<file path="src/prl_pkg.sv">
// ----------------------------------------------------------------------------
// prl_pkg: shared types and codes of the priority ready list
// Holds the input and result word layouts and the operation and error codes.
// ----------------------------------------------------------------------------
package prl_pkg;

  localparam logic [1:0] MODE_ADD     = 2'd0;
  localparam logic [1:0] MODE_POP     = 2'd1;
  localparam logic [1:0] MODE_REMOVE  = 2'd2;
  localparam logic [1:0] MODE_QUERY   = 2'd3;

  localparam logic [1:0] ERR_OK       = 2'd0;
  localparam logic [1:0] ERR_EMPTY    = 2'd1;
  localparam logic [1:0] ERR_NOTFOUND = 2'd2;

  typedef struct packed {
    logic [1:0] mode;
    logic [5:0] task_req;
    logic [4:0] level;
  } prl_in_t;

  typedef struct packed {
    logic [5:0] next_task;
    logic [4:0] next_level;
    logic       any_ready;
    logic [1:0] error;
  } prl_out_t;

endpackage

</file>
<file path="src/prl_fifo.sv">
// ----------------------------------------------------------------------------
// prl_fifo: two-entry queue between the front and the back
// Registered word queue with independent valid/ready on each side.
// ----------------------------------------------------------------------------
module prl_fifo (
  input  logic             clk,
  input  logic             rst_n,
  input  logic             wr_valid,
  output logic             wr_ready,
  input  prl_pkg::prl_in_t wr_data,
  output logic             rd_valid,
  input  logic             rd_ready,
  output prl_pkg::prl_in_t rd_data
);
  import prl_pkg::*;

  prl_in_t    mem_r [2];
  logic       wp_r, rp_r;
  logic [1:0] cnt_r;
  logic       wr_en, rd_en;

  assign wr_ready = (cnt_r != 2'd2);
  assign rd_valid = (cnt_r != 2'd0);
  assign rd_data  = mem_r[rp_r];
  assign wr_en    = wr_valid && wr_ready;
  assign rd_en    = rd_valid && rd_ready;

  always_ff @(posedge clk) begin
    if (wr_en) begin
      mem_r[wp_r] <= wr_data;
    end
  end

  always_ff @(posedge clk) begin
    if (!rst_n) begin
      wp_r  <= 1'b0;
      rp_r  <= 1'b0;
      cnt_r <= 2'd0;
    end else begin
      if (wr_en) wp_r <= ~wp_r;
      if (rd_en) rp_r <= ~rp_r;
      cnt_r <= cnt_r + {1'b0, wr_en} - {1'b0, rd_en};
    end
  end

`ifndef SYNTHESIS
  a_no_overflow: assert property (@(posedge clk) disable iff (!rst_n)
    cnt_r == 2'd2 |-> !wr_ready) else $error("queue overflow");
  a_cnt_range: assert property (@(posedge clk) disable iff (!rst_n)
    cnt_r != 2'd3) else $error("queue count out of range");
  a_cnt_step: assert property (@(posedge clk) disable iff (!rst_n)
    (wr_en && !rd_en) |=> cnt_r == $past(cnt_r) + 2'd1) else $error("count step");
`endif

endmodule

</file>
<file path="src/prl_engine.sv">
// ----------------------------------------------------------------------------
// prl_engine: list operations and top-level search
// Sequencer that updates the per-level lists, walks for named removal,
// and finds the highest non-empty level by a leading-one search.
// ----------------------------------------------------------------------------
module prl_engine #(
  parameter int TASKS  = 64,
  parameter int LEVELS = 32
) (
  input  logic              clk,
  input  logic              rst_n,
  input  logic              cmd_valid,
  output logic              cmd_ready,
  input  prl_pkg::prl_in_t  cmd,
  output logic              out_valid,
  input  logic              out_ready,
  output prl_pkg::prl_out_t out_word
);
  import prl_pkg::*;

  localparam int TW = (TASKS > 1) ? $clog2(TASKS) : 1;
  localparam int LW = (LEVELS > 1) ? $clog2(LEVELS) : 1;
  localparam int SW = $clog2(TASKS + 1);

  localparam logic [2:0] S_IDLE = 3'd0;
  localparam logic [2:0] S_RDN  = 3'd1;
  localparam logic [2:0] S_WALK = 3'd2;
  localparam logic [2:0] S_FIX  = 3'd3;
  localparam logic [2:0] S_DROP = 3'd4;
  localparam logic [2:0] S_SRCH = 3'd5;
  localparam logic [2:0] S_OUT  = 3'd6;

  logic [2:0]        st_r;
  logic [LEVELS-1:0] mask_r;
  logic              hv_r [LEVELS];
  logic [TW-1:0]     hi_r [LEVELS];
  logic              tv_r [LEVELS];
  logic [TW-1:0]     ti_r [LEVELS];
  // link memory: valid bits in flops, indices in an array
  logic [TASKS-1:0]  nv_r;
  logic [TW-1:0]     nmem [TASKS];
  logic [TW-1:0]     nrd_r;

  logic [1:0]        mode_r;
  logic [5:0]        treq_r;
  logic [LW-1:0]     lv_r;
  logic [TW-1:0]     pre_r;
  logic [SW-1:0]     steps_r;
  logic [1:0]        err_r;
  prl_out_t          res_r;
  logic              res_v_r;

  logic              lv_ok, t_ok;
  logic              nw_en;
  logic [TW-1:0]     nw_addr, nw_data, nr_addr;
  logic              nw_v;
  logic [LW-1:0]     top;
  logic              any;

  assign cmd_ready = (st_r == S_IDLE);
  assign out_valid = res_v_r;
  assign out_word  = res_r;

  assign lv_ok = ({27'd0, cmd.level} < 32'(LEVELS));
  assign t_ok  = ({26'd0, cmd.task_req} < 32'(TASKS));

  always_comb begin
    top = '0;
    any = 1'b0;
    for (int i = 0; i < LEVELS; i++) begin
      if (mask_r[i]) begin
        top = LW'(i);
        any = 1'b1;
      end
    end
  end

  always_ff @(posedge clk) begin
    if (nw_en) nmem[nw_addr] <= nw_data;
    nrd_r <= nmem[nr_addr];
  end

  always_comb begin
    nw_en   = 1'b0;
    nw_addr = treq_r[TW-1:0];
    nw_data = '0;
    nw_v    = 1'b0;
    nr_addr = pre_r;
    if (st_r == S_IDLE && cmd_valid && cmd.mode == MODE_ADD && lv_ok && t_ok) begin
      nw_en   = 1'b1;
      nw_addr = cmd.task_req[TW-1:0];
      nw_data = hi_r[cmd.level[LW-1:0]];
      nw_v    = hv_r[cmd.level[LW-1:0]];
    end else if (st_r == S_IDLE) begin
      nr_addr = (cmd.mode == MODE_REMOVE) ? cmd.task_req[TW-1:0]
                                          : hi_r[cmd.level[LW-1:0]];
    end else if (st_r == S_WALK) begin
      // fetch the named task's link in case this step finds it
      nr_addr = treq_r[TW-1:0];
    end else if (st_r == S_FIX) begin
      // copy the named task's link into its predecessor
      nw_en   = 1'b1;
      nw_addr = pre_r;
      nw_data = nrd_r;
      nw_v    = nv_r[treq_r[TW-1:0]];
    end
  end

  always_ff @(posedge clk) begin
    if (!rst_n) begin
      st_r    <= S_IDLE;
      mask_r  <= LEVELS'(1);
      nv_r    <= '0;
      res_v_r <= 1'b0;
      for (int i = 0; i < LEVELS; i++) begin
        hv_r[i] <= (i == 0);
        tv_r[i] <= (i == 0);
        hi_r[i] <= '0;
        ti_r[i] <= '0;
      end
    end else begin
      if (out_valid && out_ready) res_v_r <= 1'b0;
      if (nw_en) nv_r[nw_addr] <= nw_v;
      case (st_r)
        S_IDLE: begin
          if (cmd_valid) begin
            mode_r  <= cmd.mode;
            treq_r  <= cmd.task_req;
            lv_r    <= cmd.level[LW-1:0];
            steps_r <= '0;
            err_r   <= ERR_OK;
            st_r    <= S_SRCH;
            if (cmd.mode != MODE_QUERY && !lv_ok) begin
              err_r <= ERR_EMPTY;
            end else if (cmd.mode == MODE_ADD) begin
              if (!t_ok) begin
                err_r <= ERR_NOTFOUND;
              end else begin
                if (!hv_r[cmd.level[LW-1:0]]) begin
                  tv_r[cmd.level[LW-1:0]] <= 1'b1;
                  ti_r[cmd.level[LW-1:0]] <= cmd.task_req[TW-1:0];
                  mask_r[cmd.level[LW-1:0]] <= 1'b1;
                end
                hv_r[cmd.level[LW-1:0]] <= 1'b1;
                hi_r[cmd.level[LW-1:0]] <= cmd.task_req[TW-1:0];
              end
            end else if (cmd.mode == MODE_POP || cmd.mode == MODE_REMOVE) begin
              if (!hv_r[cmd.level[LW-1:0]]) begin
                err_r <= ERR_EMPTY;
              end else if (cmd.mode == MODE_REMOVE && !t_ok) begin
                err_r <= ERR_NOTFOUND;
              end else begin
                pre_r <= hi_r[cmd.level[LW-1:0]];
                st_r  <= S_RDN;
              end
            end
          end
        end
        S_RDN: begin
          // nrd_r holds link of head (pop) or of the named task (remove)
          if (mode_r == MODE_POP || pre_r == treq_r[TW-1:0]) begin
            hv_r[lv_r] <= nv_r[pre_r];
            hi_r[lv_r] <= nrd_r;
            nv_r[pre_r] <= 1'b0;
            st_r <= S_DROP;
          end else begin
            st_r <= S_WALK;
          end
        end
        S_WALK: begin
          // nrd_r = link index of pre_r, read from the previous cycle
          if (!nv_r[pre_r] || steps_r >= SW'(TASKS)) begin
            err_r <= ERR_NOTFOUND;
            st_r  <= S_SRCH;
          end else if (nrd_r == treq_r[TW-1:0]) begin
            st_r <= S_FIX;
          end else begin
            pre_r   <= nrd_r;
            steps_r <= steps_r + SW'(1);
            st_r    <= S_RDN;
          end
        end
        S_FIX: begin
          nv_r[treq_r[TW-1:0]] <= 1'b0;
          if (tv_r[lv_r] && ti_r[lv_r] == treq_r[TW-1:0]) ti_r[lv_r] <= pre_r;
          st_r <= S_SRCH;
        end
        S_DROP: begin
          if (!hv_r[lv_r]) begin
            tv_r[lv_r]   <= 1'b0;
            ti_r[lv_r]   <= '0;
            mask_r[lv_r] <= 1'b0;
          end
          st_r <= S_SRCH;
        end
        S_SRCH: begin
          st_r <= S_OUT;
        end
        S_OUT: begin
          if (!res_v_r || out_ready) begin
            res_r.next_task  <= any ? 6'(hi_r[top]) : 6'd0;
            res_r.next_level <= any ? 5'(top) : 5'd0;
            res_r.any_ready  <= any;
            res_r.error      <= err_r;
            res_v_r <= 1'b1;
            st_r    <= S_IDLE;
          end
        end
        default: st_r <= S_IDLE;
      endcase
    end
  end

`ifndef SYNTHESIS
  a_hold: assert property (@(posedge clk) disable iff (!rst_n)
    (out_valid && !out_ready) |=> out_valid && $stable(out_word)) else $error("result lost");
  a_mask: assert property (@(posedge clk) disable iff (!rst_n)
    st_r == S_IDLE |-> (mask_r[0] == hv_r[0])) else $error("mask mismatch");
  a_err: assert property (@(posedge clk) disable iff (!rst_n)
    out_valid |-> out_word.error != 2'd3) else $error("bad error code");
`endif

endmodule

</file>
<file path="src/priority_ready_list.sv">
// ----------------------------------------------------------------------------
// priority_ready_list: hardware ready list with 32 priority levels
// Front queue takes words, engine applies list operations and reports top.
// ----------------------------------------------------------------------------
// channel | dir | payload   | handshake
// in_     | in  | prl_in_t  | in_valid / in_ready
// out_    | out | prl_out_t | out_valid / out_ready
// Add and query pass the idle, search and output states; a pop or a head
// remove adds link read and drop; a remove past the head alternates link
// read and walk per entry, then a link fix. The input queue registers words.
// Reset is synchronous; after it task 0 alone sits at level 0.
// A two-word queue lets input words arrive while a result waits.
module priority_ready_list #(
  parameter int TASKS  = 64,
  parameter int LEVELS = 32
) (
  input  logic              clk,
  input  logic              rst_n,
  input  logic              in_valid,
  output logic              in_ready,
  input  prl_pkg::prl_in_t  in_data,
  output logic              out_valid,
  input  logic              out_ready,
  output prl_pkg::prl_out_t out_data
);
  import prl_pkg::*;

  logic    q_valid, q_ready;
  prl_in_t q_data;

  prl_fifo u_fifo (
    .clk(clk), .rst_n(rst_n),
    .wr_valid(in_valid), .wr_ready(in_ready), .wr_data(in_data),
    .rd_valid(q_valid), .rd_ready(q_ready), .rd_data(q_data)
  );

  prl_engine #(.TASKS(TASKS), .LEVELS(LEVELS)) u_engine (
    .clk(clk), .rst_n(rst_n),
    .cmd_valid(q_valid), .cmd_ready(q_ready), .cmd(q_data),
    .out_valid(out_valid), .out_ready(out_ready), .out_word(out_data)
  );

endmodule

</file>
<file path="config.mk">
export PLATFORM = sky130hd
export DESIGN_NAME = priority_ready_list
export DESIGN_NICKNAME = d
export VERILOG_FILES = /design/src/prl_pkg.sv /design/src/prl_fifo.sv /design/src/prl_engine.sv /design/src/priority_ready_list.sv
export SDC_FILE = /design/constraint.sdc
export NUM_CORES = 1
export LEC_CHECK = 0
export CAP_MARGIN = 30
export CORE_MARGIN = 4
export CORE_UTILIZATION = 25
export DETAILED_ROUTE_END_ITERATION = 8
export DONT_BUFFER_PORTS = 1
export HOLD_SLACK_MARGIN = 0.02
export PLACE_DENSITY = 0.42
export SYNTH_ARGS = -nofsm -noshare
export SYNTH_HDL_FRONTEND = slang
export SYNTH_HIERARCHICAL = 1
export SYNTH_SLANG_ARGS = --single-unit
export TNS_END_PERCENT = 30
</file>
<file path="constraint.sdc">
create_clock -name clk -period 7.2 [get_ports clk]
set_clock_uncertainty 0.05 [all_clocks]
set_input_delay 0 -clock clk [delete_from_list [all_inputs] [get_ports clk]]
set_output_delay 0 -clock clk [all_outputs]
set_load 0.01 [all_outputs]
</file>
* Word-level counts from Yosys, hierarchy flattened *
Memory sizes are Yosys's and may differ from the RTL's. A register that Yosys moved wholly into a read port is not among the register bits.
Index checks and enable logic that the tools add are counted.

cells by class
  add/subtract/negate cells = 3
  order comparisons = 11
  equality and inequality tests = 23
  mux-type cells = 165
  bitwise operators = 9
  reduce and logical (&&, ||, !) cells = 33

operator list
  cell                count
  $mux 64             3
  $mux 5              35
  $and 64x64->64      2
  $mux 32             4
  $not 64->64         2
  $pmux 64 s2         1
  $mux 6              20
  $mux 1              74
  $bwmux 64           1
  $pmux 32 s2         1
  $and 32x32->32      1
  $not 32->32         1
  $or 32x32->32       1
  $lt 6x7->1 const B  3
  $mux 3              7
  $mux 7              3
  $demux 1 s6         3
  $ge 6x1->1 const B  3
  $pmux 3 s6          1
  $ne 2x2->1 const B  7
  $pmux 7 s2          1
  $bmux 1 s6          2
  $eq 6x6->1          2
  $lt 5x6->1 const B  2
  other kinds (30)    64

storage, ports and cells
  flip-flop bits (word level) = 140
  bits in writable memories = 634
  output and inout port bits = 16
  memories kept = 4

memories
  memory         words  bits a word  rd ports  clocked after Yosys merged registers in  wr ports  line              RTL
  u_engine.nmem  64     6            1         1                                        1         prl_engine.sv:41  logic [TW-1:0] nmem [TASKS];
  u_engine.hi_r  32     6            2         1                                        32        prl_engine.sv:36  logic [TW-1:0] hi_r [LEVELS];
  u_engine.hv_r  32     1            2         1                                        32        prl_engine.sv:35  logic hv_r [LEVELS];
  u_fifo.mem_r   2      13           1         1                                        1         prl_fifo.sv:17    prl_in_t mem_r [2];

* Logic depth before layout (Yosys ltp) *
Gate-level depths: netlist (run 1).

  depth in word-level cells = 33
  mapped depth = 18
  gate-level depth less buffers = 13

* Modules after synthesis *
Netlist (run 1), hierarchy kept.

by module, submodules not included
  module      instances  cells each  area an instance (sq um)  sequential area each (sq um)
  prl_engine  1          3141        36007.0                   21430.6
  prl_fifo    1          64          1173.6                    880.8

* Least setup slack after synthesis (run 1) *
Ideal clock, no wire load.

  path kind = reg-to-reg
  start = register with a tool-made name
  end = memory u_engine/nmem[0][0] (netlist bit) (data pin)
  arrival time = 4.676 ns
  required time = 6.448 ns
  setup slack = 1.773 ns
  stages on the path, launching flop included = 10
  clock period less this slack = 5.427 ns
  cell sequence = dfxtp_1 buf_6 mux2_2 buf_2 buf_4 or3b_2 o21ai_0 o22ai_2 nor2b_1 o21ai_0

RTL lines
  element        line
  end, declared  prl_engine.sv:41

==> results of run 1 <==
-- how the worst max path moves through the flow --
| stage | end | depth (start not counted) |
|---|---|---|
| floorplan | u_engine/nmem[0][0] | 9 |
| detailed placement | u_engine/nrd_r[2] | 13 |
| global placement | u_engine/nrd_r[4] | 14 |
| finish | u_engine/nrd_r[2] | 13 |
| global route | u_engine/nrd_r[2] | 13 |
| CTS | u_engine/nrd_r[2] | 13 |
-- repair_timing --
item | CTS | global route
hold buffers | 34 | 0
gates resized for setup | 0 | 0
endpoints found under the hold margin | 417 | 0
-- state kept, by name (all words and copies together), names as in the netlist, 3 cells and up, named ones only --
| signal | count |
|---|---|
| u_engine/hi_r | 192 |
| u_engine/hv_r | 32 |
| u_engine/lv_r | 5 |
| u_engine/mask_r | 32 |
| u_engine/nmem | 384 |
| u_engine/nrd_r | 6 |
| u_engine/nv_r | 64 |
| u_engine/out_word | 14 |
| u_engine/pre_r | 6 |
| u_engine/st_r | 3 |
| u_engine/steps_r | 7 |
| u_engine/treq_r | 6 |
| u_fifo/mem_r | 26 |
-- critical path: cells and delay by family (launching register included) --
family / cells / cell delay (ps)
AOI/OAI and AO/OA: 2 / 1160
buffers and inverters: 2 / 610
muxes: 2 / 1260
DFF: 1 / 300
and+or+nand+nor: 7 / 2360
-- report_power, final --
part	internal [mW]	total [mW]	switching (mW)
clock	2.61	4.59	1.98
sequential	5.24	5.51	0.269
combinational	1.77	5.82	4.05
-- layout make-up --
type | count | area, sq um
Timing Repair Buffer | 120 | 1130
Inverter | 26 | 97.6
Clock buffer | 126 | 2490
Multi-Input combinational cell | 2184 | 14000
Sequential cell | 792 | 22300
Fill cell | 15100 | 105000
Tap cell | 1930 | 2410
Clock inverter | 43 | 432
-- cell usage after synthesis (34+ instances only) --
master / count / area, sq um
mux2_2: 58 / 653
mux2i_1: 244 / 2440
a22oi_1: 37 / 278
buf_2: 43 / 215
nand2_1: 427 / 1600
a21oi_1: 110 / 551
mux4_2: 55 / 1240
dfxtp_1: 147 / 2940
clkbuf_1: 120 / 450
o21ai_0: 109 / 546
o211ai_1: 66 / 495
a21boi_0: 34 / 255
nor2_1: 377 / 1420
o22ai_1: 135 / 845
edfxtp_1: 645 / 19400
nand3_1: 186 / 931
-- cell families (layout without fill, tap and decap cells) --
logic type	Yosys count	after routing	synth area share, %
AOI/OAI and AO/OA	626	626	10.9
xor gates and xnor gates	20	20	0.471
DFF	792	792	60.0
buffers and inverters	229	315	2.86
muxes	358	358	11.7
and+or+nand+nor	1175	1175	13.9
adders and majority gates	5	5	0.168
-- per-layer routing --
layer / wire length (microns) / share of wire, % / up-vias
met3: 7800 / 5.7 / 210
met1: 63600 / 47 / 13800
met4: 3500 / 2.6 / 0
met2: 61200 / 45 / 997
met5: 0 / 0 / -
li1: - / - / 12100
==> Implementation_results.wiki, run 1 <==
{| class="wikitable"
! Metric !! Value
|-
| Fmax || 170 MHz
|-
| Total grt overflow || 0
|-
| Seq/Total Area, Yosys || 60.0%
|-
| Final non-filler cell area || 0.0429 sq mm
|-
| Required @ worst endpoint || 7800 ps
|-
| Placed Instances || 5013
|-
| ANT cells || 0
|-
| Worst-path fanout max || 46
|-
| Number of standard-cell rows in the floorplan || 141
|-
| Number of max-capacitance violations reported || 0
|-
| Cell Pwr Density || 371 mW/mm^2
|-
| CTS sink cnt || 792
|-
| Worst Min Path Start || out_ready
|-
| Count of TritonRoute iterations in the first routing pass || 7
|-
| Cell breakdown of the critical path || buf_4 > mux2_4 > buf_4 > mux4_2 > nor3b_1 > a41oi_1 > nand4_1 > o211ai_2 > nand2_1 > nor3_1 > nand3_1 > nand4_1 > or4_1
|-
| Vias in the first global route || 25900
|-
| Met1 Track Usage GR || 24.6%
|-
| Commonest non-fill, non-tap cells in the layout || edfxtp_1, nand2_1, nor2_1
|-
| Netlist Area Pre-Place || 0.0372 sq mm
|-
| Maximum root-to-sink buffer count || 3
|-
| Max-slew violation count || 0
|-
| Run status || complete, no violations
|-
| Synthesized flop and latch total || 792
|-
| Number of CTS-inserted buffers || 90
|-
| Initial antenna violation count || 2
|-
| Placed wire-length estimate || 91.8 mm
|-
| Grt met2 use || 26.3%
|-
| Post-Syn Instances || 3205
|-
| Flip-flop cell with the highest count after synthesis || edfxtp_1
|-
| R2r endpoint || u_engine/nrd_r[2]
|-
| Total Die Area || 0.155 sq mm
|-
| GR Util All Layers || 17.0%
|-
| Slowest-stage cell, CP || o211ai_2
|-
| Post-Place Worst Slack || 1450 ps
|-
| Slowest Stage Delay on Critical Path || 820 ps
|-
| Worst Reg-to-Reg Cells || 13
|-
| Area of the placeable core || 0.148 sq mm
|-
| ANT nets after route || 0
|-
| Post-detailed-placement cell area || 0.0395 sq mm
|-
| Reg clk slew, reported paths || 60 ps
|-
| Share of final-layout standard cells stronger than drive strength 1 || 11.5%
|-
| Wire length of the first global-routing pass || 195 mm
|-
| Setup TNS || 0 ps
|-
| Worst hold slack across all endpoints || 93.2 ps
|-
| Hold Path Depth || 3
|-
| Path category of the worst min-delay check || in2reg
|-
| Measured slew at the worst slew-check pin || 1160 ps
|-
| Commonest non-fill, non-tap cell in the layout || edfxtp_1
|-
| Final cell count without fillers || 5221
|-
| Routability congestion estimate || 0.932
|-
| Setup repair after global routing missed its margin || false
|-
| Root Buffer || clkbuf_16
|-
| Hold path endpoint || u_engine/out_valid
|-
| Setup Fix Bufs, Post-CTS || 0
|-
| Final Power || 15.9 mW
|-
| Via count || 27100
|-
| Clock latency at the later pin of the worst-skew pair || 710 ps
|-
| Yosys warnings || 6
|-
| Critical Path Source Type || flop
|-
| Fraction of synthesis flops using an asynchronous set or reset pin || 0%
|-
| Synth cell types || 81
|-
| Number of flops mapped to enable cells by yosys || 645
|-
| Relative slew slack || 23.0%
|-
| Portion of the clock cycle consumed by the worst path in the final layout || 81.5%
|-
| Utilization after layout || 29.0%
|-
| Per-instance average area after synthesis || 11.6 sq um
|-
| Met3 Resource Use GR || 2.44%
|-
| Total of endpoints with negative setup slack in the final report || 0
|-
| Initial core utilization || 25.1%
|-
| Vias/cell || 5.20
|-
| Drt wl/cell || 26.1 microns
|-
| Total wire length after detailed routing || 136 mm
|-
| Arr. time, crit path || 6470 ps
|-
| Final worst path period need || 5870 ps
|-
| Routing layer with the top usage in global route || met2
|-
| I/O Buffers || 0
|-
| Endpoint kind of the worst setup timing path || flop
|-
| CP Class || reg2reg
|-
| Hold violation count in the final report || 0
|-
| Worst vdd rail ir drop || 0.325 mV
|-
| Die Span Y || 394 microns
|-
| Synthesized netlist net count || 3227
|-
| Floorplan die width || 394 microns
|-
| Post-route DRC violation count || 0
|-
| Maximum level of the CTS H-tree || 3
|-
| Reg-to-reg setup timing slack || 1330 ps
|-
| DR iter-0 viols || 2827
|-
| Largest net degree at the start of global routing || 174
|-
| I/O Pins || 33
|-
| Smallest setup slack after layout || 1330 ps
|-
| Net count, final || 3236
|-
| Static leakage || 14.3 nW
|-
| Area growth from synthesis to layout || 15.3%
|-
| Clock tree from TritonCTS || done
|}
Note: power is estimated with default switching activity, not from simulation.
==> inputs of run 2 (changes only) <==
--- a/config.mk
+++ b/config.mk
@@ -5,13 +5,14 @@
 export SDC_FILE = /design/constraint.sdc
 export NUM_CORES = 1
 export LEC_CHECK = 0
+export ABC_AREA = 1
 export CAP_MARGIN = 30
 export CORE_MARGIN = 4
 export CORE_UTILIZATION = 25
 export DETAILED_ROUTE_END_ITERATION = 8
 export DONT_BUFFER_PORTS = 1
 export HOLD_SLACK_MARGIN = 0.02
-export PLACE_DENSITY = 0.42
+export PLACE_DENSITY = 0.44
 export SYNTH_ARGS = -nofsm -noshare
 export SYNTH_HDL_FRONTEND = slang
 export SYNTH_HIERARCHICAL = 1
==> constraint.sdc (replaced) <==
create_clock -name clk -period 5.4 [get_ports clk]
set_clock_uncertainty 0.05 [all_clocks]
set_input_delay 0 -clock clk [delete_from_list [all_inputs] [get_ports clk]]
set_output_delay 0 -clock clk [all_outputs]
set_load 0.01 [all_outputs]
==> Implementation_results.wiki, run 2 <==
{| class="wikitable"
! Metric !! Value
|-
| Run status || complete, no violations (unchanged)
|-
| Drt wl/cell || 23.2 microns (was 26.1 microns)
|-
| Psw || 12.3 mW (was 6.30 mW)
|-
| Root Buffer || clkbuf_16 (unchanged)
|-
| Synthesized flop and latch total || 792 (unchanged)
|-
| Setup TNS || 0 ps (unchanged)
|-
| Max FFs per register || 384 (unchanged)
|-
| Total grt overflow || 0 (unchanged)
|-
| Initial antenna violation count || 3 (was 2)
|-
| I/O Pins || 33 (unchanged)
|-
| Endpoint kind of the worst setup timing path || flop (unchanged)
|-
| Measured slew at the worst slew-check pin || 1100 ps (was 1160 ps)
|-
| Setup repair after global routing missed its margin || false (unchanged)
|-
| Post-Synth Adder-Cell Area || 0.162% (was 0.168%)
|-
| Worst-path fanout max || 131 (was 46)
|-
| Utilization after layout || 29.5% (was 29.0%)
|-
| Post-Place Worst Slack || 471 ps (was 1450 ps)
|-
| Share of final-layout standard cells stronger than drive strength 1 || 9.17% (was 11.5%)
|-
| Placed wire-length estimate || 94.2 mm (was 91.8 mm)
|-
| Post-detailed-placement cell area || 0.0417 sq mm (was 0.0395 sq mm)
|-
| Yosys warnings || 6 (unchanged)
|-
| Synth Area in Compound Gates || 16.1% (was 10.9%)
|-
| Portion of total power attributed to the clock network || 23.5% (was 28.8%)
|-
| Reg clk slew, reported paths || 60 ps (about the same)
|-
| Routability congestion estimate || 0.910 (was 0.932)
|-
| Die Span Y || 401 microns (was 394 microns)
|-
| Area of the placeable core || 0.152 sq mm (was 0.148 sq mm)
|-
| ANT nets after route || 0 (unchanged)
|-
| Largest registers ranked by flip-flop count || u_engine/nmem: 384 flops, u_engine/hi_r: 192 flops, u_engine/nv_r: 64 flops (unchanged)
|-
| Fmax || 202 MHz (was 170 MHz)
|-
| Wire length of the first global-routing pass || 213 mm (was 195 mm)
|-
| Share of synthesized cell area in and, or, nand and nor gates || 17.1% (was 13.9%)
|-
| Floorplan die width || 401 microns (was 394 microns)
|-
| Register share of total power || 27.9% (was 34.6%)
|-
| Area growth from synthesis to layout || 16.8% (was 15.3%)
|-
| Vias in the first global route || 30300 (was 25900)
|-
| Most repeated cell in the gate-level netlist after synthesis || edfxtp_1 (unchanged)
|-
| CTS sink cnt || 792 (unchanged)
|-
| Critical Path Source Type || flop (unchanged)
|-
| Smallest setup slack after layout || 443 ps (was 1330 ps)
|-
| Largest family of logic cells by synthesized area || simple AND/OR/NAND/NOR gates (unchanged)
|-
| Worst vdd rail ir drop || 0.800 mV (was 0.325 mV)
|-
| Number of max-capacitance violations reported || 0 (unchanged)
|-
| Post-synth top area share || 50.3% (was 52.1%)
|-
| Per-instance average area after synthesis || 9.38 sq um (was 11.6 sq um)
|-
| Netlist Area Pre-Place || 0.0385 sq mm (was 0.0372 sq mm)
|-
| ANT cells || 0 (unchanged)
|-
| Total wire length after detailed routing || 145 mm (was 136 mm)
|-
| Seq/Total Area, Yosys || 57.9% (was 60.0%)
|-
| Max-slew violation count || 0 (unchanged)
|-
| Post-synthesis xor/xnor area fraction || 0.114% (was 0.471%)
|-
| Number of CTS-inserted buffers || 90 (unchanged)
|-
| Commonest non-fill, non-tap cell in the layout || edfxtp_1 (unchanged)
|-
| Flip-flop cell with the highest count after synthesis || edfxtp_1 (unchanged)
|-
| Final non-filler cell area || 0.0450 sq mm (was 0.0429 sq mm)
|-
| Final worst path period need || 4960 ps (was 5870 ps)
|-
| Maximum root-to-sink buffer count || 3 (unchanged)
|-
| Synth cell types || 55 (was 81)
|-
| Post-route DRC violation count || 0 (unchanged)
|-
| Logic gate share of total power || 48.6% (was 36.5%)
|-
| Clock tree from TritonCTS || done (unchanged)
|-
| Count of TritonRoute iterations in the first routing pass || 6 (was 7)
|-
| Largest net degree at the start of global routing || 146 (was 174)
|-
| Area contributors post-synth || edfxtp_1, dfxtp_1, nand3_1 (was edfxtp_1, dfxtp_1, mux2i_1)
|-
| Post-Syn Instances || 4107 (was 3205)
|-
| Static leakage || 16.0 nW (was 14.3 nW)
|-
| Cell type with the largest total area after synthesis || edfxtp_1 (unchanged)
|-
| Cell Pwr Density || 586 mW/mm^2 (was 371 mW/mm^2)
|-
| Via count || 32000 (was 27100)
|-
| Required @ worst endpoint || 6010 ps (was 7800 ps)
|-
| CP Class || reg2reg (unchanged)
|-
| Commonest cells in the netlist || edfxtp_1, nor2_1, nand2_1 (was edfxtp_1, nand2_1, nor2_1)
|-
| Commonest non-fill, non-tap cells in the layout || edfxtp_1, nor2_1, nand2_1 (was edfxtp_1, nand2_1, nor2_1)
|-
| Total Die Area || 0.160 sq mm (was 0.155 sq mm)
|-
| Net count, final || 4178 (was 3236)
|-
| DR iter-0 viols || 3465 (was 2827)
|-
| Fillcell total || 16000 (was 15100)
|-
| Share of total power consumed by net switching || 46.6% (was 39.6%)
|-
| Hold violation count in the final report || 0 (unchanged)
|-
| Number of standard-cell rows in the floorplan || 143 (was 141)
|-
| I/O Buffers || 0 (unchanged)
|-
| Fraction of synthesis flops using an asynchronous set or reset pin || 0% (unchanged)
|-
| Power Internal || 14.1 mW (was 9.62 mW)
|-
| GR Util All Layers || 17.5% (was 17.0%)
|-
| Arr. time, crit path || 5560 ps (was 6470 ps)
|-
| Number of flops mapped to enable cells by yosys || 645 (unchanged)
|-
| Proportion of synthesized area in mux cells || 0.504% (was 11.7%)
|-
| Initial core utilization || 25.3% (was 25.1%)
|-
| Path category of the worst min-delay check || in2reg (unchanged)
|-
| Maximum level of the CTS H-tree || 3 (unchanged)
|-
| Portion of the clock cycle consumed by the worst path in the final layout || 91.8% (was 81.5%)
|-
| Vias/cell || 5.11 (was 5.20)
|-
| Synthesized netlist net count || 4129 (was 3227)
|-
| Clock latency at the later pin of the worst-skew pair || 720 ps (was 710 ps)
|-
| Relative slew slack || 25.8% (was 23.0%)
|-
| Most flops, register || u_engine/nmem (unchanged)
|-
| Total of endpoints with negative setup slack in the final report || 0 (unchanged)
|}
[run 2: changes by cell type in the layout (fill, tap and decap cells not counted), sizes merged, moves of 34 or more]
cell     change
o21ai      +361
nand3      +229
a21oi       -46
mux2i      -243
mux4        -55
nor2       +176
mux2        -46
nand2       +90
buf         +99
a21boi      -34
o2111ai     +63
o221ai      +78
inv        +447
[run 2: layer usage]
layer	GRT usage, %	routed length [microns]
met1	25.2	67100
met2	26.5	63800
met3	2.82	9550
met4	5.96	4580
met5	0	17
[run 2: worst paths after layout]
check	start	end	slack (ps)	depth (start not counted)
setup / recovery	flop	u_engine/nrd_r[4]	440	18
hold / removal	rst_n	u_engine/hv_r[0]	200	7
setup reg to reg	flop	u_engine/nrd_r[4]	440	18
hold reg to reg	u_engine/err_r[1]	u_engine/out_word[1]	340	0
[run 2: worst max-delay path, stage by stage, from the launching register on]
cell,delay (ps)
dfxtp_1,360
mux2_2,450
nand2_2,440
buf_4,250
o22ai_1,80
o21ai_1,200
nand2_1,110
nor4_2,650
nand2_1,130
o211ai_2,90
o2111ai_1,250
nand2_8,180
buf_12,400
o21ai_0,160
o221ai_1,230
o211ai_1,220
nand3_1,180
nand3_1,200
nand2_1,100
[run 2: repair_timing]
action                                 in CTS  in global routing
setup buffers                               0                  0
hold buffers                               34                  0
gates resized for setup                     0                  0
endpoints found under the hold margin     414                  0
[run 2: logic make-up (layout without fill, tap and decap cells)]
logic type	after synthesis	count (layout)
compound gates	991	991
xor+xnor	5	5
fa+ha+maj	5	5
buf+inv	737	862
flops	792	792
mux	14	14
simple gates	1563	1563
[run 2: power groups by stage]
stage               combinational [mW]  sequential [mW]  clock, mW
global route                      13.8             7.36       6.61
CTS                               12.8             7.34       6.36
detailed placement                12.7             7.47          0
finish                            12.8             7.35       6.19
global placement                  12.6             7.48          0
floorplan                         7.95             7.28          0
[run 2: cell type report]
cell class | instances | area (sq um) | area share [%]
Clock buffer | 117 | 2370 | 5.28
Clock inverter | 51 | 581 | 1.29
Inverter | 475 | 1790 | 3.99
Multi-Input combinational cell | 2578 | 13300 | 29.6
Sequential cell | 792 | 22300 | 49.6
Tap cell | 2030 | 2540 | 5.65
Timing Repair Buffer | 219 | 2040 | 4.54
[run 2: through the flow]
| stage | std cells | hold WS [ps] | total power, mW |
|---|---|---|---|
| 2_1_floorplan | 4107 | 43.5 | 15.2 |
| 3_3_place_gp | 6048 | 49.0 | 20.1 |
| 3_5_place_dp | 6060 | 49.0 | 20.2 |
| 4_1_cts | 6262 | 135 | 26.5 |
| 5_1_grt | 6262 | 252 | 27.8 |
| 6_report | 6262 | 200 | 26.4 |
